==> config.mk <==
export PLATFORM = sky130hd
export DESIGN_NAME = page_table_walker_top
export DESIGN_NICKNAME = d
export VERILOG_FILES = /design/src/ptw_pkg.sv /design/src/ptw_step.sv /design/src/page_table_walker_top.sv
export SDC_FILE = /design/constraint.sdc
export NUM_CORES = 1
export LEC_CHECK = 0
export ABC_AREA = 1
export BUFFER_PORTS_ARGS = -buffer_cell sky130_fd_sc_hd__buf_4
export CAP_MARGIN = 40
export CELL_PAD_IN_SITES_DETAIL_PLACEMENT = 1
export CELL_PAD_IN_SITES_GLOBAL_PLACEMENT = 2
export CORE_MARGIN = 4
export CORE_UTILIZATION = 34
export CTS_BUF_LIST = sky130_fd_sc_hd__clkbuf_8
export DETAILED_ROUTE_END_ITERATION = 8
export MAX_ROUTING_LAYER = met4
export PLACE_DENSITY = 0.89
export RECOVER_POWER = 50
export SLEW_MARGIN = 25
export SYNTH_ARGS = -nofsm -noshare
export SYNTH_HDL_FRONTEND = slang
export SYNTH_SLANG_ARGS = --single-unit
==> constraint.sdc <==
create_clock -name clk -period 23.7 [get_ports clk]
set_clock_uncertainty 0.15 [all_clocks]
set_input_delay 4.74 -clock clk [delete_from_list [all_inputs] [get_ports clk]]
set_output_delay 4.74 -clock clk [all_outputs]
set_load 0.03 [all_outputs]
==> src/ptw_pkg.sv <==
// ----------------------------------------------------------------------------
// ptw_pkg
// Shared types and codes for the four-level page table walker.
// ----------------------------------------------------------------------------
package ptw_pkg;

    // item kinds on the input channel
    typedef enum logic [0:0] {
        KIND_START = 1'b0,
        KIND_RESP  = 1'b1
    } item_kind_t;

    // result kinds on the output channel
    typedef enum logic [0:0] {
        RES_REQUEST = 1'b0,
        RES_DONE    = 1'b1
    } result_kind_t;

    // walk completion status
    typedef enum logic [1:0] {
        ST_OK          = 2'd0,
        ST_NOT_PRESENT = 2'd1,
        ST_BOUND       = 2'd2
    } walk_status_t;

    // page size codes
    typedef enum logic [1:0] {
        PS_4K = 2'd0,
        PS_2M = 2'd1,
        PS_1G = 2'd2
    } page_size_t;

    // level codes
    localparam logic [1:0] LVL_TOP  = 2'd0;
    localparam logic [1:0] LVL_1G   = 2'd1;
    localparam logic [1:0] LVL_2M   = 2'd2;
    localparam logic [1:0] LVL_LEAF = 2'd3;

    // entry bit positions
    localparam int unsigned BIT_PRESENT = 0;
    localparam int unsigned BIT_LARGE   = 7;

    // widths
    localparam int unsigned PA_W    = 52;
    localparam int unsigned VA_W    = 48;
    localparam int unsigned DATA_W  = 64;
    localparam int unsigned IDX_W   = 9;
    localparam int unsigned PAGE_SH = 12;
    localparam int unsigned BOUND_SH = 32;

    // walk state carried between transactions
    typedef struct packed {
        logic              busy;
        logic [1:0]        level;
        logic [PA_W-1:0]   table_addr;
        logic [VA_W-1:0]   saved_virt;
    } walk_state_t;

    // one result item
    typedef struct packed {
        result_kind_t      result_kind;
        logic [DATA_W-1:0] read_addr;
        logic [PA_W-1:0]   phys_addr;
        logic [1:0]        level;
        page_size_t        page_size_code;
        logic [DATA_W-1:0] leaf_entry;
        walk_status_t      status;
    } walk_result_t;

endpackage

==> src/ptw_step.sv <==
// ----------------------------------------------------------------------------
// ptw_step
// Combinational walk step: next walk state and the result of one transaction.
// ----------------------------------------------------------------------------
module ptw_step (
    input  ptw_pkg::walk_state_t        state,
    input  logic [63:0]                 window_base,
    input  ptw_pkg::item_kind_t         kind,
    input  logic [51:0]                 root_table,
    input  logic [47:0]                 virt_addr,
    input  logic [63:0]                 entry_data,
    output ptw_pkg::walk_state_t        state_next,
    output logic                        emit,
    output ptw_pkg::walk_result_t       result
);
    import ptw_pkg::*;

    walk_state_t        req_state;
    logic [IDX_W-1:0]   idx;
    logic               beyond_bound;
    logic [PA_W-1:0]    entry_table;

    // table selected for the next request, before the bound check
    always_comb
    begin
        req_state   = state;
        entry_table = {entry_data[PA_W-1:PAGE_SH], {PAGE_SH{1'b0}}};
        if (kind == KIND_START)
        begin
            req_state.busy       = 1'b1;
            req_state.level      = LVL_TOP;
            req_state.table_addr = {root_table[PA_W-1:PAGE_SH], {PAGE_SH{1'b0}}};
            req_state.saved_virt = virt_addr;
        end
        else
        begin
            req_state.table_addr = entry_table;
            req_state.level      = state.level + 2'd1;
        end
    end

    // index slice of the virtual address for the requested level
    always_comb
    begin
        unique case (req_state.level)
            LVL_TOP:  idx = req_state.saved_virt[47:39];
            LVL_1G:   idx = req_state.saved_virt[38:30];
            LVL_2M:   idx = req_state.saved_virt[29:21];
            default:  idx = req_state.saved_virt[20:12];
        endcase
    end

    assign beyond_bound = |req_state.table_addr[PA_W-1:BOUND_SH];

    // decide the outcome of this transaction
    always_comb
    begin
        state_next            = state;
        emit                  = 1'b1;
        result.result_kind    = RES_DONE;
        result.read_addr      = '0;
        result.phys_addr      = '0;
        result.level          = state.level;
        result.page_size_code = PS_4K;
        result.leaf_entry     = '0;
        result.status         = ST_OK;

        if (kind == KIND_RESP && !state.busy)
        begin
            // stray response, dropped
            emit = 1'b0;
        end
        else if (kind == KIND_RESP && !entry_data[BIT_PRESENT])
        begin
            state_next.busy   = 1'b0;
            result.leaf_entry = entry_data;
            result.status     = ST_NOT_PRESENT;
        end
        else if (kind == KIND_RESP && state.level == LVL_LEAF)
        begin
            state_next.busy   = 1'b0;
            result.leaf_entry = entry_data;
            result.phys_addr  = {entry_data[51:12], state.saved_virt[11:0]};
        end
        else if (kind == KIND_RESP && state.level == LVL_1G && entry_data[BIT_LARGE])
        begin
            state_next.busy       = 1'b0;
            result.leaf_entry     = entry_data;
            result.page_size_code = PS_1G;
            result.phys_addr      = {entry_data[51:30], state.saved_virt[29:0]};
        end
        else if (kind == KIND_RESP && state.level == LVL_2M && entry_data[BIT_LARGE])
        begin
            state_next.busy       = 1'b0;
            result.leaf_entry     = entry_data;
            result.page_size_code = PS_2M;
            result.phys_addr      = {entry_data[51:21], state.saved_virt[20:0]};
        end
        else if (beyond_bound)
        begin
            // next table out of reach, walk ends at the new level
            state_next        = req_state;
            state_next.busy   = 1'b0;
            result.level      = req_state.level;
            result.status     = ST_BOUND;
        end
        else
        begin
            state_next         = req_state;
            result.result_kind = RES_REQUEST;
            result.level       = LVL_TOP;
            result.read_addr   = window_base + {12'd0,
                                 req_state.table_addr[PA_W-1:PAGE_SH], idx, 3'b000};
        end
    end

endmodule

==> src/page_table_walker_top.sv <==
// ----------------------------------------------------------------------------
// page_table_walker_top
// Four-level x86-64 page table walker driven by start and read-response items.
// ----------------------------------------------------------------------------
// Each input transaction produces at most one result: a start gives a read
// request (or an immediate bound fault), and each response gives the next read
// request or the finished walk. A new transaction is taken every cycle while
// the result register is empty or being drained; a valid result appears in the
// cycle after acceptance, held in the single result register behind the step
// logic. Responses with no walk in flight are consumed silently. window_base
// may be written only while the block is idle.
module page_table_walker_top (
    input  logic        clk,
    input  logic        rst_n,
    input  logic        cfg_we,
    input  logic [63:0] cfg_wdata,
    input  logic        in_valid,
    output logic        in_ready,
    input  logic        kind,
    input  logic [51:0] root_table,
    input  logic [47:0] virt_addr,
    input  logic [63:0] entry_data,
    output logic        out_valid,
    input  logic        out_ready,
    output logic        result_kind,
    output logic [63:0] read_addr,
    output logic [51:0] phys_addr,
    output logic [1:0]  level,
    output logic [1:0]  page_size_code,
    output logic [63:0] leaf_entry,
    output logic [1:0]  status
);
    import ptw_pkg::*;

    logic [63:0]  window_base_reg;
    walk_state_t  state_reg;
    walk_state_t  state_next;
    logic         out_valid_reg;
    logic         out_valid_next;
    walk_result_t result_reg;
    walk_result_t step_result;
    logic         step_emit;
    logic         in_fire;

    assign in_ready = !out_valid_reg || out_ready;
    assign in_fire  = in_valid && in_ready;

    // walk step
    ptw_step u_step (
        .state       (state_reg),
        .window_base (window_base_reg),
        .kind        (item_kind_t'(kind)),
        .root_table  (root_table),
        .virt_addr   (virt_addr),
        .entry_data  (entry_data),
        .state_next  (state_next),
        .emit        (step_emit),
        .result      (step_result)
    );

    // output valid next value
    always_comb
    begin
        out_valid_next = out_valid_reg && !out_ready;
        if (in_fire && step_emit)
        begin
            out_valid_next = 1'b1;
        end
    end

    // control registers
    always_ff @(posedge clk or negedge rst_n)
    begin
        if (!rst_n)
        begin
            window_base_reg <= '0;
            state_reg       <= '0;
            out_valid_reg   <= 1'b0;
        end
        else
        begin
            if (cfg_we)
            begin
                window_base_reg <= cfg_wdata;
            end
            if (in_fire)
            begin
                state_reg <= state_next;
            end
            out_valid_reg <= out_valid_next;
        end
    end

    // result payload register
    always_ff @(posedge clk)
    begin
        if (in_fire && step_emit)
        begin
            result_reg <= step_result;
        end
    end

    assign out_valid      = out_valid_reg;
    assign result_kind    = result_reg.result_kind;
    assign read_addr      = result_reg.read_addr;
    assign phys_addr      = result_reg.phys_addr;
    assign level          = result_reg.level;
    assign page_size_code = result_reg.page_size_code;
    assign leaf_entry     = result_reg.leaf_entry;
    assign status         = result_reg.status;

endmodule

==> flow_summary.json <==
{
  "synth_seq_cells": 303,
  "max-slew-margin-rel": -0.7642,
  "track_usage": 0.2474,
  "cts-root-buf": "clkbuf_8",
  "violations": "max-capacitance violations, max-slew violations",
  "clockBufferDepth": 3,
  "fin_crit_sh": 0.4236,
  "routed_via_density": 4.793,
  "yosysWarnings": 0,
  "netlist-cell-type-count": 41,
  "cpPeakStageDelay_ns": 0.18,
  "final_antenna_net_count": 0,
  "core_area_mm2": 0.05048,
  "worstMarginPinSlew_ns": 2.646,
  "area_delta_synth_final_pct": 23.84,
  "hp-class": "reg -> reg",
  "place_congestion": 0.9048,
  "setup_viol_count_final": 0,
  "start_util": 0.3457,
  "postCtsSetupRepairBufs": 0,
  "yosys.area.top_type": "edfxtp_1",
  "overflow": 0,
  "asyncSetResetFlopFracSynth": 0.3828,
  "synth_common_cells": "nand2_1 (700), inv_1 (366), nor2_1 (233)",
  "post-synth-top-count-cell": "nand2_1",
  "fin_setup_tns_ns": 0,
  "rows": 82,
  "fill_cells": 6391,
  "synth.cell_area_mm2": 0.01745,
  "start_kind": "primary input",
  "whs_ns": 0.3244,
  "max_cap_viol_count": 6,
  "avgSynthCellArea_um2": 7.918,
  "grt_start_max_net_pins": 65,
  "die_y_um": 234.6,
  "cts.repair.resized": 0,
  "cts_sinks": 303,
  "pin_count": 423,
  "finalHoldViolCount": 0,
  "drt_iter0_drc": 857,
  "postSynthCellCount": 2204,
  "grt_setup_unrepaired": "no",
  "grt_pass1_wl_um": 100200,
  "layout-drive-gt1-share": 0.1469,
  "setup.worst_path.end_class": "output port",
  "cp_slowest_cell": "buf_4",
  "synth_edf_count": 187,
  "path_cells": "clkbuf_4, inv_1, nand2_1, buf_4",
  "die_area_mm2": 0.05501,
  "synth-main-ff-cell": "edfxtp_1",
  "h-tree-depth": 2,
  "io_buffers": 410,
  "cts_hold_buf": 0,
  "p_leak_nw": 10.56,
  "layout.nets": 2911,
  "crit_type": "in -> out",
  "hpwlAfterDp_um": 53250,
  "worstPathArrival_ns": 5.15,
  "setup_ws_ns": 13.66,
  "crit_required_ns": 18.81,
  "critical_path_buf_inv_count": 3,
  "wl_per_cell_um": 20.13,
  "yosysSeqAreaShare": 0.4881,
  "drc": 0,
  "clk_transition_reported_paths_ns": 0.06,
  "period_minus_slack_ns": 10.04,
  "finalWirelength_um": 67410,
  "maxSlewViolCount": 236,
  "vdd_drop_max_mv": 0.04112,
  "reg2reg_slack_ns": 18.86,
  "grt_pass1_vias": 16950,
  "status": "complete, but fails checks",
  "post-route-util": 0.4281,
  "timing.fmax_mhz": 99.61,
  "die_w_um": 234.6,
  "via_count": 16050,
  "path_max_fanout": 3,
  "first_pass_iters": 5,
  "pre_cts_ws_ns": 13.68,
  "critPathTopFamily": "buffers and inverters",
  "antenna_found_initial": 8,
  "ys_top_cells_by_area": "edfxtp_1 (32%), dfrtp_1 (17%), nand2_1 (15%)",
  "powerDensity_mw_per_mm2": 76.83,
  "clkLatencyLatePin_ns": 0.66,
  "syn_nets": 2491,
  "cts_buffers": 53,
  "cts_tree": "built",
  "yosysTopAreaCellShare": 0.3218
}
layer usage:
layer,part of all wire,track usage,vias up
met5,0,-,-
met4,0.031,0.07937,0
met3,0.053,0.03848,114
met2,0.50,0.4286,378
met1,0.41,0.2967,7709
li1,-,-,7852
per-stage QoR:
| stage | area (µm²) | cells | power, W |
|---|---|---|---|
| floorplan | 17450 | 2204 | 0.0009853 |
| global placement | 21160 | 3236 | 0.001165 |
| detailed placement | 21230 | 3239 | 0.001182 |
| CTS | 22300 | 3338 | 0.001692 |
| global route | 21610 | 3348 | 0.001763 |
| finish | 21610 | 3349 | 0.001660 |
tightest hold or removal path, cell delays in order, from the launching register on:
cell	delay [ns]
dfrtp_1	0.34
nand2_1	0.06
nand2_1	0.05
final timing paths:
| check | cells after the start | end | start |
|---|---|---|---|
| min | 2 | state_reg[30]$_DFFE_PN0P_ | state_reg[30]$_DFFE_PN0P_ |
| max | 4 | in_ready | out_ready |
| max in group asynchronous | 3 | window_base_reg[63]$_DFFE_PN0P_ | rst_n |
| max reg2reg | 17 | read_addr[48]$_SDFFCE_PP0P_ | state_reg[100]$_DFFE_PN0P_ |
| min in group asynchronous | 1 | state_reg[0]$_DFFE_PN0P_ | rst_n |
| min reg2reg | 2 | state_reg[30]$_DFFE_PN0P_ | state_reg[30]$_DFFE_PN0P_ |
cells by family (layout without fill, tap and decap cells):
group,Yosys count,count (layout),synth area share
multiplexers,62,62,0.03936
XOR/XNOR,9,9,0.004517
other,0,9,0
buffers and inverters,431,895,0.09773
AND/OR/NAND/NOR,1131,1131,0.2616
adder cells (fa/ha/maj),53,53,0.03843
AO/OA/AOI/OAI,215,215,0.07027
flip-flops,303,303,0.4881
cell type report:
cell class	instances	area, µm²	share of cell area
Clock inverter	40	264.0	0.01222
Multi-Input combinational cell	1470	7247	0.3353
Clock buffer	59	812.0	0.03758
Timing Repair Buffer	426	2517	0.1165
Sequential cell	303	8518	0.3942
Inverter	370	1389	0.06427
Tap cell	672	840.8	0.03891
Antenna cell	9	22.52	0.001042
where the power goes:
group | internal [W] | leakage [nW] | switching, W
logic | 0.000158 | 6.76 | 0.000357
registers | 0.000615 | 3.18 | 0.0000298
clock network | 0.000263 | 0.622 | 0.000237
total | 0.00104 | 10.6 | 0.000624
placed cells by master (no fill, tap or decap), types with 9 or more instances in the layout:
cell type    n
a21oi_1     71
a31oi_1     17
and2_1      12
buf_4      228
clkbuf_1   194
clkbuf_8    59
clkinv_2     9
dfrtp_1    116
diode_2      9
edfxtp_1   187
ha_1        52
inv_1      384
mux2_2      53
mux2i_1      9
nand2_1    700
nand3_1    107
nor2_1     231
nor2_2      10
nor3_1      52
o21ai_0     72
o21ai_1     11
o21ai_2     14
o21bai_1     9
Note: power is estimated with default switching activity, not from simulation.
